--- config.mk ---
export PLATFORM = sky130hd
export DESIGN_NAME = double_ended_queue_unit
export DESIGN_NICKNAME = d
export VERILOG_FILES = /design/src/rtl/dq_pkg.sv /design/src/rtl/dq_front.sv /design/src/rtl/dq_cmd_fifo.sv /design/src/rtl/dq_back.sv /design/src/rtl/double_ended_queue_unit.sv
export SDC_FILE = /design/constraint.sdc
export NUM_CORES = 1
export LEC_CHECK = 0
export BUFFER_PORTS_ARGS = -buffer_cell sky130_fd_sc_hd__buf_4
export CAP_MARGIN = 20
export CORE_AREA = 2 2 347 349
export DETAILED_ROUTE_END_ITERATION = 8
export DIE_AREA = 0 0 349 351
export GPL_ROUTABILITY_DRIVEN = 1
export GPL_TIMING_DRIVEN = 0
export PLACE_DENSITY = 0.58
export SETUP_SLACK_MARGIN = 0.4
export SLEW_MARGIN = 5
export SYNTH_ARGS = -nofsm -noshare
export SYNTH_HDL_FRONTEND = slang
export SYNTH_SLANG_ARGS = --single-unit
export TNS_END_PERCENT = 50
--- constraint.sdc ---
create_clock -name clk -period 7.2 [get_ports clk]
set_input_delay 0.72 -clock clk [delete_from_list [all_inputs] [get_ports clk]]
set_output_delay 0.72 -clock clk [all_outputs]
set_load 0.02 [all_outputs]
--- src/rtl/dq_pkg.sv ---
`default_nettype none

package dq_pkg;

  // ring store geometry
  localparam int DEPTH       = 32;
  localparam int MAX_RESULTS = 32;
  localparam int IDX_W       = $clog2(DEPTH);
  localparam int CNT_W       = $clog2(DEPTH + 1);
  localparam int DUMP_CAP    = (DEPTH < MAX_RESULTS) ? DEPTH : MAX_RESULTS;

  // word field widths
  localparam int CMD_W    = 3;
  localparam int VALUE_W  = 32;
  localparam int STATUS_W = 2;
  localparam int COUNT_W  = 6;

  // command queue between front and back
  localparam int FIFO_DEPTH = 2;
  localparam int FQ_PTR_W   = $clog2(FIFO_DEPTH);
  localparam int FQ_FILL_W  = $clog2(FIFO_DEPTH + 1);

  typedef logic signed [VALUE_W-1:0] value_t;
  typedef logic [IDX_W-1:0]          idx_t;
  typedef logic [CNT_W-1:0]          cnt_t;
  typedef logic [CMD_W-1:0]          cmd_code_t;
  typedef logic [STATUS_W-1:0]       status_t;

  localparam cnt_t DUMP_CAP_C = CNT_W'(DUMP_CAP);
  localparam cnt_t DEPTH_C    = CNT_W'(DEPTH);

  // command codes on the input channel
  localparam cmd_code_t CMD_PUSH_FRONT = CMD_W'(0);
  localparam cmd_code_t CMD_PUSH_BACK  = CMD_W'(1);
  localparam cmd_code_t CMD_POP_FRONT  = CMD_W'(2);
  localparam cmd_code_t CMD_POP_BACK   = CMD_W'(3);
  localparam cmd_code_t CMD_DUMP       = CMD_W'(4);

  // status codes on the result channel
  localparam status_t ST_OK    = STATUS_W'(0);
  localparam status_t ST_EMPTY = STATUS_W'(1);
  localparam status_t ST_FULL  = STATUS_W'(2);

  typedef enum logic [2:0] {
    OP_PUSH_FRONT,
    OP_PUSH_BACK,
    OP_POP_FRONT,
    OP_POP_BACK,
    OP_DUMP
  } op_t;

  typedef struct packed {
    op_t    op;
    value_t value;
  } cmd_word_t;

  // (base + off) mod DEPTH, both operands below DEPTH
  function automatic idx_t ring_add(idx_t base, idx_t off);
    logic [IDX_W:0] sum;
    sum = {1'b0, base} + {1'b0, off};
    if (sum >= (IDX_W + 1)'(DEPTH)) begin
      sum = sum - (IDX_W + 1)'(DEPTH);
    end
    return sum[IDX_W-1:0];
  endfunction

  // (base - 1) mod DEPTH
  function automatic idx_t ring_dec(idx_t base);
    idx_t res;
    if (base == '0) begin
      res = IDX_W'(DEPTH - 1);
    end else begin
      res = base - IDX_W'(1);
    end
    return res;
  endfunction

endpackage

`default_nettype wire

--- src/rtl/dq_front.sv ---
`default_nettype none

module dq_front (
  input  wire logic              cmd_valid,
  output logic                   cmd_stall,
  input  wire dq_pkg::cmd_code_t command,
  input  wire dq_pkg::value_t    value,
  input  wire logic              q_full,
  output logic                   q_push,
  output dq_pkg::cmd_word_t      q_word
);

  logic known;

  // decode command code, unused codes are dropped
  always_comb begin
    known      = 1'b1;
    q_word.op  = dq_pkg::OP_DUMP;
    q_word.value = value;
    case (command)
      dq_pkg::CMD_PUSH_FRONT: q_word.op = dq_pkg::OP_PUSH_FRONT;
      dq_pkg::CMD_PUSH_BACK:  q_word.op = dq_pkg::OP_PUSH_BACK;
      dq_pkg::CMD_POP_FRONT:  q_word.op = dq_pkg::OP_POP_FRONT;
      dq_pkg::CMD_POP_BACK:   q_word.op = dq_pkg::OP_POP_BACK;
      dq_pkg::CMD_DUMP:       q_word.op = dq_pkg::OP_DUMP;
      default:                known     = 1'b0;
    endcase
  end

  assign cmd_stall = q_full;
  assign q_push    = cmd_valid && !q_full && known;

endmodule

`default_nettype wire

--- src/rtl/dq_cmd_fifo.sv ---
`default_nettype none

module dq_cmd_fifo (
  input  wire logic              clk,
  input  wire logic              rst,
  input  wire logic              push,
  input  wire dq_pkg::cmd_word_t push_word,
  input  wire logic              pop,
  output logic                   full,
  output logic                   empty,
  output dq_pkg::cmd_word_t      head
);

  dq_pkg::cmd_word_t slots [dq_pkg::FIFO_DEPTH];
  logic [dq_pkg::FQ_PTR_W-1:0]  wr_ptr;
  logic [dq_pkg::FQ_PTR_W-1:0]  rd_ptr;
  logic [dq_pkg::FQ_FILL_W-1:0] fill;
  logic                         do_push;
  logic                         do_pop;

  assign full    = (fill == dq_pkg::FQ_FILL_W'(dq_pkg::FIFO_DEPTH));
  assign empty   = (fill == '0);
  assign head    = slots[rd_ptr];
  assign do_push = push && !full;
  assign do_pop  = pop && !empty;

  always_ff @(posedge clk) begin
    if (do_push) begin
      slots[wr_ptr] <= push_word;
    end
  end

  always_ff @(posedge clk) begin
    if (rst) begin
      wr_ptr <= '0;
      rd_ptr <= '0;
      fill   <= '0;
    end else begin
      if (do_push) begin
        wr_ptr <= (wr_ptr == dq_pkg::FQ_PTR_W'(dq_pkg::FIFO_DEPTH - 1)) ? '0
                  : wr_ptr + dq_pkg::FQ_PTR_W'(1);
      end
      if (do_pop) begin
        rd_ptr <= (rd_ptr == dq_pkg::FQ_PTR_W'(dq_pkg::FIFO_DEPTH - 1)) ? '0
                  : rd_ptr + dq_pkg::FQ_PTR_W'(1);
      end
      if (do_push && !do_pop) begin
        fill <= fill + dq_pkg::FQ_FILL_W'(1);
      end else if (do_pop && !do_push) begin
        fill <= fill - dq_pkg::FQ_FILL_W'(1);
      end
    end
  end

endmodule

`default_nettype wire

--- src/rtl/dq_back.sv ---
`default_nettype none

module dq_back (
  input  wire logic                       clk,
  input  wire logic                       rst,
  input  wire logic                       q_empty,
  input  wire dq_pkg::cmd_word_t          q_head,
  output logic                            q_pop,
  output logic                            res_valid,
  input  wire logic                       res_stall,
  output dq_pkg::value_t                  value_res,
  output dq_pkg::status_t                 status,
  output logic [dq_pkg::COUNT_W-1:0]      count,
  output logic                            last
);

  // ring store, contents undefined until written
  dq_pkg::value_t store [dq_pkg::DEPTH];
  dq_pkg::value_t rd_data;

  dq_pkg::idx_t front;
  dq_pkg::idx_t front_next;
  dq_pkg::cnt_t cnt;
  dq_pkg::cnt_t cnt_next;
  dq_pkg::idx_t dump_idx;
  dq_pkg::idx_t dump_idx_next;
  logic         from_mem;

  logic            load;
  logic            wr_en;
  dq_pkg::idx_t    wr_addr;
  logic            rd_en;
  dq_pkg::idx_t    rd_addr;
  dq_pkg::status_t st;
  logic            lst;
  logic            is_full;
  logic            is_empty;
  dq_pkg::cnt_t    dump_n;
  logic            dump_last;

  // take the next result whenever the output register is free or draining
  assign load     = !q_empty && (!res_valid || !res_stall);
  assign is_full  = (cnt >= dq_pkg::DEPTH_C);
  assign is_empty = (cnt == '0);
  assign dump_n   = (cnt > dq_pkg::DUMP_CAP_C) ? dq_pkg::DUMP_CAP_C : cnt;
  assign dump_last = ((dq_pkg::CNT_W'(dump_idx) + dq_pkg::CNT_W'(1)) == dump_n);

  always_comb begin
    wr_en         = 1'b0;
    wr_addr       = front;
    rd_en         = 1'b0;
    rd_addr       = front;
    front_next    = front;
    cnt_next      = cnt;
    dump_idx_next = dump_idx;
    st            = dq_pkg::ST_OK;
    lst           = 1'b1;
    q_pop         = 1'b0;
    if (load) begin
      q_pop = 1'b1;
      case (q_head.op)
        dq_pkg::OP_PUSH_FRONT: begin
          if (is_full) begin
            st = dq_pkg::ST_FULL;
          end else begin
            front_next = dq_pkg::ring_dec(front);
            wr_en      = 1'b1;
            wr_addr    = front_next;
            cnt_next   = cnt + dq_pkg::CNT_W'(1);
          end
        end
        dq_pkg::OP_PUSH_BACK: begin
          if (is_full) begin
            st = dq_pkg::ST_FULL;
          end else begin
            wr_en    = 1'b1;
            wr_addr  = dq_pkg::ring_add(front, dq_pkg::IDX_W'(cnt));
            cnt_next = cnt + dq_pkg::CNT_W'(1);
          end
        end
        dq_pkg::OP_POP_FRONT: begin
          if (is_empty) begin
            st = dq_pkg::ST_EMPTY;
          end else begin
            rd_en      = 1'b1;
            rd_addr    = front;
            front_next = dq_pkg::ring_add(front, dq_pkg::IDX_W'(1));
            cnt_next   = cnt - dq_pkg::CNT_W'(1);
          end
        end
        dq_pkg::OP_POP_BACK: begin
          if (is_empty) begin
            st = dq_pkg::ST_EMPTY;
          end else begin
            rd_en    = 1'b1;
            rd_addr  = dq_pkg::ring_add(front, dq_pkg::IDX_W'(cnt - dq_pkg::CNT_W'(1)));
            cnt_next = cnt - dq_pkg::CNT_W'(1);
          end
        end
        dq_pkg::OP_DUMP: begin
          if (is_empty) begin
            st = dq_pkg::ST_EMPTY;
          end else begin
            // one element per result, command retires on the last one
            rd_en   = 1'b1;
            rd_addr = dq_pkg::ring_add(front, dump_idx);
            lst     = dump_last;
            q_pop   = dump_last;
            dump_idx_next = dump_last ? '0 : dump_idx + dq_pkg::IDX_W'(1);
          end
        end
        default: begin
          st = dq_pkg::ST_OK;
        end
      endcase
    end
  end

  always_ff @(posedge clk) begin
    if (wr_en) begin
      store[wr_addr] <= q_head.value;
    end
    if (rd_en) begin
      rd_data <= store[rd_addr];
    end
  end

  always_ff @(posedge clk) begin
    if (load) begin
      status   <= st;
      count    <= dq_pkg::COUNT_W'(cnt_next);
      last     <= lst;
      from_mem <= rd_en;
    end
  end

  always_ff @(posedge clk) begin
    if (rst) begin
      front     <= '0;
      cnt       <= '0;
      dump_idx  <= '0;
      res_valid <= 1'b0;
    end else begin
      front     <= front_next;
      cnt       <= cnt_next;
      dump_idx  <= dump_idx_next;
      res_valid <= load || (res_valid && res_stall);
    end
  end

  assign value_res = from_mem ? rd_data : '0;

endmodule

`default_nettype wire

--- src/rtl/double_ended_queue_unit.sv ---
`default_nettype none

// channel   direction  handshake             payload
// cmd       in         cmd_valid / cmd_stall command, value
// res       out        res_valid / res_stall value_res, status, count, last
//
// push and pop: handled in a single step by the back end, result registered when
// the command word at the head of the two-word command queue is taken
// dump: min(count, 32) words, one per cycle while not stalled, one store read each
// reset: synchronous, clears pointers, count and queues; the store is not cleared
// since no entry is read before it is written
// stalls: res_stall holds the result register; the input stalls once the queue fills

module double_ended_queue_unit (
  input  wire logic                   clk,
  input  wire logic                   rst,
  // command channel
  input  wire logic                   cmd_valid,
  output logic                        cmd_stall,
  input  wire logic [2:0]             command,
  input  wire logic signed [31:0]     value,
  // result channel
  output logic                        res_valid,
  input  wire logic                   res_stall,
  output logic signed [31:0]          value_res,
  output logic [1:0]                  status,
  output logic [5:0]                  count,
  output logic                        last
);

  // front to queue
  logic              q_push;
  dq_pkg::cmd_word_t q_word;
  logic              q_full;
  // queue to back
  logic              q_pop;
  logic              q_empty;
  dq_pkg::cmd_word_t q_head;

  // decode and drop unused command codes
  dq_front u_front (
    .cmd_valid (cmd_valid),
    .cmd_stall (cmd_stall),
    .command   (command),
    .value     (value),
    .q_full    (q_full),
    .q_push    (q_push),
    .q_word    (q_word)
  );

  // decouples input acceptance from the back end's dump streaming
  dq_cmd_fifo u_fifo (
    .clk       (clk),
    .rst       (rst),
    .push      (q_push),
    .push_word (q_word),
    .pop       (q_pop),
    .full      (q_full),
    .empty     (q_empty),
    .head      (q_head)
  );

  // ring store, pointers, dump sequencer and result register
  dq_back u_back (
    .clk       (clk),
    .rst       (rst),
    .q_empty   (q_empty),
    .q_head    (q_head),
    .q_pop     (q_pop),
    .res_valid (res_valid),
    .res_stall (res_stall),
    .value_res (value_res),
    .status    (status),
    .count     (count),
    .last      (last)
  );

endmodule

`default_nettype wire

==> flow_summary_export.csv, run 1 <==
group,metric,value,unit
outcome,status,"finished clean",
yosys,ffs_w_async_s_r_synth,0,
global_routing,grt.met1_usage,0.296,
global_routing,grt_antenna_before_repair,5,
min_path,holdCritPathClass,"in -> reg",
sta,final-hold-violation-count,0,
clocking,cts_hold_buf,0,
floorplanning,initial_utilization,0.397,
global_routing,grt_pass1_wl,183000,um
sta,setup_repair_after_global_routing_missed_its_margin,"false",
clocking,worst_skew_pair.late_latency,0.70,ns
pwr,power_leakage,0.0183,uW
worst_setup_path,crit_cells,14,
yosys,post_synthesis_cell_type_with_the_largest_combined_area,"sky130_fd_sc_hd__edfxtp_1",
yosys,synth_cell_type_count,71,
clocking,numCtsBuffers,117,
worst_setup_path,crit_path_top_delay_cell,"sky130_fd_sc_hd__clkbuf_1",
worst_setup_path,cp_num_buf_inv,5,
worst_setup_path,r2r-end,"u_back.rd_data[22]",
drt,post-route-drc-count,0,
worst_setup_path,critical_path_required,7.64,ns
clocking,postCtsResizedCells,0,
worst_setup_path,endpoint,"u_back.rd_data[22]",
yosys,synth_warnings,0,
global_routing,grt_overflow,0,
final_layout,layout-area-overhead-vs-synth,15.7,%
floorplanning,die_height,351,um
sta,fin_worst_hold_slack,0.201,ns
clocking,clock_tree.buffer_depth,3,
placement,final_weighted_congestion_in_routability_driven_placement,0.839,
job,max-cap-violations,0,
pwr,power-per-cell-area,339,nW/um^2
yosys,post_synth_net_total,3159,
final_layout,postLayoutCellArea,54700,um^2
yosys,synth_seq_cells,1158,
yosys,synth_top_cells_by_area,"sky130_fd_sc_hd__edfxtp_1 (72%), sky130_fd_sc_hd__mux2i_1 (4.2%), sky130_fd_sc_hd__nand2_1 (3.0%)",
floorplanning,ios,82,
pwr,vdd_drop_max,0.000306,V
final_layout,number_of_nets_in_the_layout,3397,
sta,final.period_utilization,0.771,
worst_setup_path,timing.critical_path.from_type,"flip-flop",
sta,setup_viol_count_final,0,
global_routing,most_heavily_used_metal_layer_in_global_routing,"met2",
worst_setup_path,worst-setup-path-type,"reg -> reg",
clocking,cts_setup_buffers,0,
yosys,synthesis.area,47300,um^2
clocking,clk_root_buffer_cell,"sky130_fd_sc_hd__clkbuf_16",
drt,finalWirelength,126000,um
clocking,cts_tree,"done",
yosys,synth_area_per_cell,15.3,um^2
floorplanning,placeableCoreArea,119000,um^2
floorplanning,die_area,122000,um^2
global_routing,maximum_number_of_pins_on_one_net_before_global_route_repair,33,
placement,port-buffer-count,81,
yosys,ys_seq_area_frac,0.731,
placement,placed_instance_area,50900,um^2
final_layout,area.sequential,34600,um^2
worst_setup_path,register_to_register_path_setup_slack,1.65,ns
sta,max_freq,180,MHz
global_routing,first_global_vias,26700,
drt,wl_per_cell,25.2,um
clocking,cts_max_level,3,
global_routing,gr_layer_usage_met3,0.0274,
worst_setup_path,timing.critical_path.arrival,5.99,ns
placement,dp_hpwl,84800,um
global_routing,track_usage,0.204,
sta,final_max_slew_viol_count,0,
worst_setup_path,path_delay_family,"buffers and inverters",
floorplanning,placement_rows,127,
floorplanning,width_of_the_die,349,um
drt,drt-pass1-iter-count,5,
worst_setup_path,timing.rr.start,"u_back.cnt[0]",
sta,setup-tns-final,0,ns
min_path,holdPathStages,1,
yosys,postSynthCellCount,3098,
drt,drtAntennaViolNets,0,
drt,vias_per_cell,5.53,
sta,final.min_clock_period,5.55,ns
sta,timing.clock.skew,0.0217,ns
clocking,clk_pin_slew,0.06,ns
drt,drt_iter0_drc,3126,
final_layout,multiInputGateArea,11300,um^2
worst_setup_path,crit_start,"u_back.cnt[0]",
sta,max-slew-margin-rel,0.162,
final_layout,post_route_cells_drive_above_1_share,0.161,
final_layout,num-fill-cells,10200,
worst_setup_path,endpoint_kind,"flip-flop",
yosys,yosys_most_used_dff,"sky130_fd_sc_hd__edfxtp_1",
sta,worstMarginPinSlew,1.26,ns
worst_setup_path,reg2reg_depth,14,
worst_setup_path,crit_path_max_fanout,10,
clocking,clock_sinks,1158,
yosys,synth_top_cell_area_share,0.722,
yosys,synth-edff-count,1136,
worst_setup_path,crit_path_max_cell_delay,0.90,ns
drt,dr_total_vias,27600,
worst_setup_path,worstPathCellList,"inv_1 -> ha_1 -> inv_1 -> fa_1 -> o21ai_0 -> a21oi_1 -> a21o_1 -> buf_2 -> clkbuf_1 -> nor2_1 -> clkbuf_1 -> nand3_1 -> nand4_1 -> a22oi_1",
global_routing,met2_usage,0.322,
## per-layer routing
metal,routed length [um],share of wire,vias up
li1,-,-,12300
met1,56300,0.45,14000
met2,58100,0.46,1052
met3,8510,0.068,165
met4,2910,0.023,0
met5,0,0,-
## per-stage QoR
step / std cells / utilization / setup WS (ns) / power, uW
after floorplan: 3098 / - / 2.80 / 10800
after global placement: 4727 / 0.418 / 0.199 / 12500
after detailed placement: 4765 / 0.427 / 1.60 / 12600
after CTS: 4981 / 0.459 / 1.78 / 18600
after global routing: 4981 / 0.459 / 1.35 / 19100
final: 4984 / 0.459 / 1.65 / 18500
## cells in the final DEF (no fill, tap or decap), types with 12 or more instances in the layout
cell,n
sky130_fd_sc_hd__clkinv_1,22
sky130_fd_sc_hd__bufinv_16,13
sky130_fd_sc_hd__buf_4,104
sky130_fd_sc_hd__ha_1,19
sky130_fd_sc_hd__o21ai_0,23
sky130_fd_sc_hd__clkinv_2,17
sky130_fd_sc_hd__nor2_1,35
sky130_fd_sc_hd__nor4_1,32
sky130_fd_sc_hd__a211oi_1,128
sky130_fd_sc_hd__mux2_2,97
sky130_fd_sc_hd__inv_1,203
sky130_fd_sc_hd__clkbuf_1,155
sky130_fd_sc_hd__clkbuf_16,118
sky130_fd_sc_hd__nand2_1,374
sky130_fd_sc_hd__buf_2,36
sky130_fd_sc_hd__mux2i_1,199
sky130_fd_sc_hd__nand3_1,49
sky130_fd_sc_hd__edfxtp_1,1136
sky130_fd_sc_hd__o221a_2,26
sky130_fd_sc_hd__o32a_1,33
sky130_fd_sc_hd__a221oi_1,32
sky130_fd_sc_hd__nand4_1,64
sky130_fd_sc_hd__xnor2_1,15
sky130_fd_sc_hd__nor2_4,34
sky130_fd_sc_hd__mux4_2,32
sky130_fd_sc_hd__dfxtp_1,22
sky130_fd_sc_hd__nor3_1,12
sky130_fd_sc_hd__nor2b_1,12
sky130_fd_sc_hd__buf_12,30
sky130_fd_sc_hd__a21oi_1,124
sky130_fd_sc_hd__a32oi_1,32
sky130_fd_sc_hd__a22oi_1,33
sky130_fd_sc_hd__and2_1,33
## area by class of cell
cell class | count | area share
plain buffers | 196 | 0.0167
well taps | 1548 | 0.0354
inverters | 204 | 0.0140
flip-flops and latches | 1158 | 0.632
diodes | 3 | 0.000137
multi-input cells | 1540 | 0.207
clock inverters | 66 | 0.0127
clock buffers | 150 | 0.0566
repair buffers | 119 | 0.0255
## worst min-delay path by stage
stage	from	end	slack, ns
2_1_floorplan	u_fifo.rd_ptr	flip-flop	0.47
3_3_place_gp	u_back.res_valid	u_back.res_valid	0.48
3_5_place_dp	u_back.res_valid	u_back.res_valid	0.49
4_1_cts	value[4]	u_fifo.slots[0][4]	0.16
5_1_grt	value[23]	u_fifo.slots[0][23]	0.18
6_report	value[29]	u_fifo.slots[1][29]	0.20
## Yosys cell counts (9+ instances only)
cell type and instances:
sky130_fd_sc_hd__o221a_2 26, sky130_fd_sc_hd__a21o_1 10, sky130_fd_sc_hd__nor4_1 32, sky130_fd_sc_hd__xnor2_1 15
sky130_fd_sc_hd__buf_4 23, sky130_fd_sc_hd__nor2_1 69, sky130_fd_sc_hd__and2_1 33, sky130_fd_sc_hd__xor2_1 9
sky130_fd_sc_hd__buf_2 36, sky130_fd_sc_hd__inv_1 203, sky130_fd_sc_hd__mux4_2 32, sky130_fd_sc_hd__nor2b_1 12
sky130_fd_sc_hd__a32oi_1 32, sky130_fd_sc_hd__clkbuf_1 125, sky130_fd_sc_hd__a22oi_1 33, sky130_fd_sc_hd__mux2i_1 199
sky130_fd_sc_hd__o21ai_0 23, sky130_fd_sc_hd__a211oi_1 128, sky130_fd_sc_hd__mux2_2 97, sky130_fd_sc_hd__edfxtp_1 1136
sky130_fd_sc_hd__ha_1 19, sky130_fd_sc_hd__dfxtp_1 22, sky130_fd_sc_hd__or3_1 10, sky130_fd_sc_hd__nand3_1 49
sky130_fd_sc_hd__nor3_1 12, sky130_fd_sc_hd__nand4_1 64, sky130_fd_sc_hd__o32a_1 33, sky130_fd_sc_hd__nand2_1 374
sky130_fd_sc_hd__a221oi_1 32, sky130_fd_sc_hd__a21oi_1 125
## registers in the layout, indices dropped and copies added, names as in the netlist, named ones only
signal and flops:
u_back.rd_data 32, u_back.dump_idx 5, u_fifo.rd_ptr 1, u_back.count 6, u_back.status 2, u_back.last 1
u_back.store 1024, u_back.from_mem 1, u_back.front 5, u_back.res_valid 1, u_fifo.wr_ptr 1, u_fifo.slots 70
u_fifo.fill 2, u_back.cnt 6
## logic make-up (layout without fill, tap and decap cells)
| logic type | count (synthesis) | count (layout) | share of synthesized area |
|---|---|---|---|
| mux | 328 | 328 | 0.0805 |
| flops | 1158 | 1158 | 0.731 |
| buf+inv | 400 | 735 | 0.0355 |
| simple gates | 683 | 683 | 0.0665 |
| other cells | 0 | 3 | 0 |
| fa+ha+maj | 22 | 22 | 0.00630 |
| compound gates | 483 | 483 | 0.0755 |
| xor+xnor | 24 | 24 | 0.00445 |
## report_power, final
| group | internal (uW) | leakage, uW | switching [uW] |
|---|---|---|---|
| combinational | 1320 | 0.00606 | 2990 |
| clock | 3490 | 0.00183 | 2540 |
| sequential | 8090 | 0.0104 | 80.0 |
Note: power is estimated with default switching activity, not from simulation.
==> inputs of run 2 (changes only) <==
- clock period: 7.2 -> 5.3 ns (I/O delays scaled with it)
==> run 2 against run 1 <==
Net effect:
- combinational power rose by 37%
- clock power is 36% higher
- clock skew grew 0.0046 ns
- setup slack worse by 1.1 ns
- sequential power is 36% higher
- total power grew 36%
- non-clock buffer count is 51 higher
- design area increased by 0.99%
- routed wire length increased by 0.72%
- first-iteration DRC count grew 1.1%
- via count rose by 0.87%
==> flow_summary_export.csv, run 2 (synthesis results as in run 1) <==
group,metric,value,unit
placement,preCtsSetupSlack,-0.108,ns
min_path,holdCritPathClass,"in -> reg",
global_routing,grt_overflow,0,
sta,postLayoutSetupSlackWorst,0.502,ns
worst_setup_path,crit_path_max_cell_delay,0.50,ns
worst_setup_path,endpoint_kind,"flip-flop",
drt,post-route-drc-count,0,
floorplanning,ios,82,
final_layout,largestRegisters,"u_back.store (1024), u_fifo.slots (70), u_back.rd_data (32)",
worst_setup_path,timing.critical_path.arrival,5.24,ns
pwr,report.power.total,25200,uW
clocking,clock_tree.buffer_depth,3,
worst_setup_path,critical_path_required,5.74,ns
clocking,worst_skew_pair.late_latency,0.70,ns
placement,dp.cells,4765,
pwr,power-per-cell-area,457,nW/um^2
clocking,clk_pin_slew,0.06,ns
final_layout,instances_no_fill,5034,
floorplanning,placeableCoreArea,119000,um^2
sta,worstMarginPinSlew,0.992,ns
clocking,clk_root_buffer_cell,"sky130_fd_sc_hd__clkbuf_16",
clocking,cts_max_level,3,
placement,final_weighted_congestion_in_routability_driven_placement,0.839,
worst_setup_path,crit_path_top_delay_cell,"sky130_fd_sc_hd__dfxtp_1",
global_routing,track_usage,0.205,
sta,final-hold-violation-count,0,
global_routing,first_global_vias,26900,
final_layout,most_frequent_standard_cell_in_the_layout_excluding_fill_and_tap_cells,"sky130_fd_sc_hd__edfxtp_1",
final_layout,final_cell_mix,"sky130_fd_sc_hd__edfxtp_1 (1136), sky130_fd_sc_hd__nand2_1 (373), sky130_fd_sc_hd__inv_1 (202)",
sta,final.min_clock_period,4.80,ns
sta,setup_viol_count_final,0,
floorplanning,die_area,122000,um^2
clocking,cts_tree,"done",
drt,wl_per_cell,25.2,um
floorplanning,die_height,351,um
worst_setup_path,cp_num_buf_inv,5,
outcome,status,"finished clean",
worst_setup_path,worst-setup-path-type,"reg -> reg",
job,max-cap-violations,0,
final_layout,largest-register,"u_back.store",
drt,vias_per_cell,5.53,
floorplanning,initial_utilization,0.397,
final_layout,post_route_cells_drive_above_1_share,0.168,
global_routing,grt_pass1_wl,184000,um
worst_setup_path,crit_path_max_fanout,10,
clocking,clock_sinks,1158,
global_routing,maximum_number_of_pins_on_one_net_before_global_route_repair,33,
drt,dr_total_vias,27800,
floorplanning,width_of_the_die,349,um
worst_setup_path,worstPathCellList,"inv_1 -> ha_1 -> inv_1 -> fa_1 -> o21ai_0 -> a21oi_2 -> a21o_1 -> buf_2 -> buf_2 -> nor2_2 -> clkbuf_1 -> a32oi_1 -> nand4_1 -> a22oi_1",
sta,max_freq,208,MHz
worst_setup_path,timing.critical_path.from_type,"flip-flop",
drt,finalWirelength,127000,um
sta,setup_repair_after_global_routing_missed_its_margin,"true",
floorplanning,placement_rows,127,
drt,drt-pass1-iter-count,5,
sta,max-slew-margin-rel,0.339,
final_layout,number_of_nets_in_the_layout,3448,
drt,drtAntennaViolNets,0,
final_layout,layout-area-overhead-vs-synth,16.8,%
placement,dp_hpwl,84800,um
worst_setup_path,path_delay_family,"compound AO/OA/AOI/OAI gates",
placement,port-buffer-count,81,
sta,fin_worst_hold_slack,0.0730,ns
worst_setup_path,register_to_register_path_setup_slack,0.50,ns
sta,final.period_utilization,0.905,
sta,final_max_slew_viol_count,0,
final_layout,largest_register_ffs,1024,
drt,drt_iter0_drc,3159,
clocking,numCtsBuffers,117,
pwr,vdd_drop_max,0.000417,V
global_routing,grt_antenna_before_repair,5,
pwr,power_leakage,0.0185,uW
sta,timing.clock.skew,0.0263,ns
==> run 2: cell count changes in the layout (fill, tap and decap cells not counted), sizes merged <==
cell	delta
clkinvlp	+1
inv	-1
dlygate4sd3	+32
buf	+19
diode	-1
==> run 2: area by class of cell <==
class	instances	area, um^2
clock inverter	66	694
fill	10100	63800
antenna	2	5.00
tap	1548	1940
multi-input combinational	1540	11300
inverter	204	769
sequential	1158	34600
timing repair buffer	170	1900
buffer	196	916
clock buffer	150	3090
==> run 2: timing repair <==
| action | CTS | global route |
|---|---|---|
| pin swaps | 7 | 2 |
| endpoints found under the hold margin | 64 | 0 |
| resized for setup | 4 | 9 |
| setup endpoints to repair | 594 | 1031 |
| buffers inserted | 14 | 5 |
| hold buffers | 32 | 0 |
==> run 2: worst paths after layout <==
kind	start	to	cells past startpoint
min	value[2]	u_fifo.slots[1][2]	1
max	u_back.cnt[0]	u_back.rd_data[22]	14
min reg2reg	u_back.res_valid	u_back.res_valid	2
max reg2reg	u_back.cnt[0]	u_back.rd_data[22]	14
==> run 2: per-layer routing <==
layer  global-route usage  share of wire
met1                0.297           0.44
met2                0.324           0.46
met3               0.0277          0.070
met4               0.0567          0.024
met5                    0              0
==> run 2: where the power goes <==
group	leakage [uW]	internal (uW)	switching [uW]
Sequential	0.0104	11000	107
Clock	0.00183	4740	3460
Combinational	0.00630	1830	4080
Total	0.0185	17600	7640
==> run 2: metrics by stage <==
step | util | area (um^2) | TNS [ns]
after global placement | 0.418 | 49800 | -1439.65
after global routing | 0.464 | 55200 | 0
final | 0.464 | 55200 | 0
after CTS | 0.463 | 55100 | 0
after floorplan | - | 47300 | 0
after detailed placement | 0.427 | 50900 | -1.31
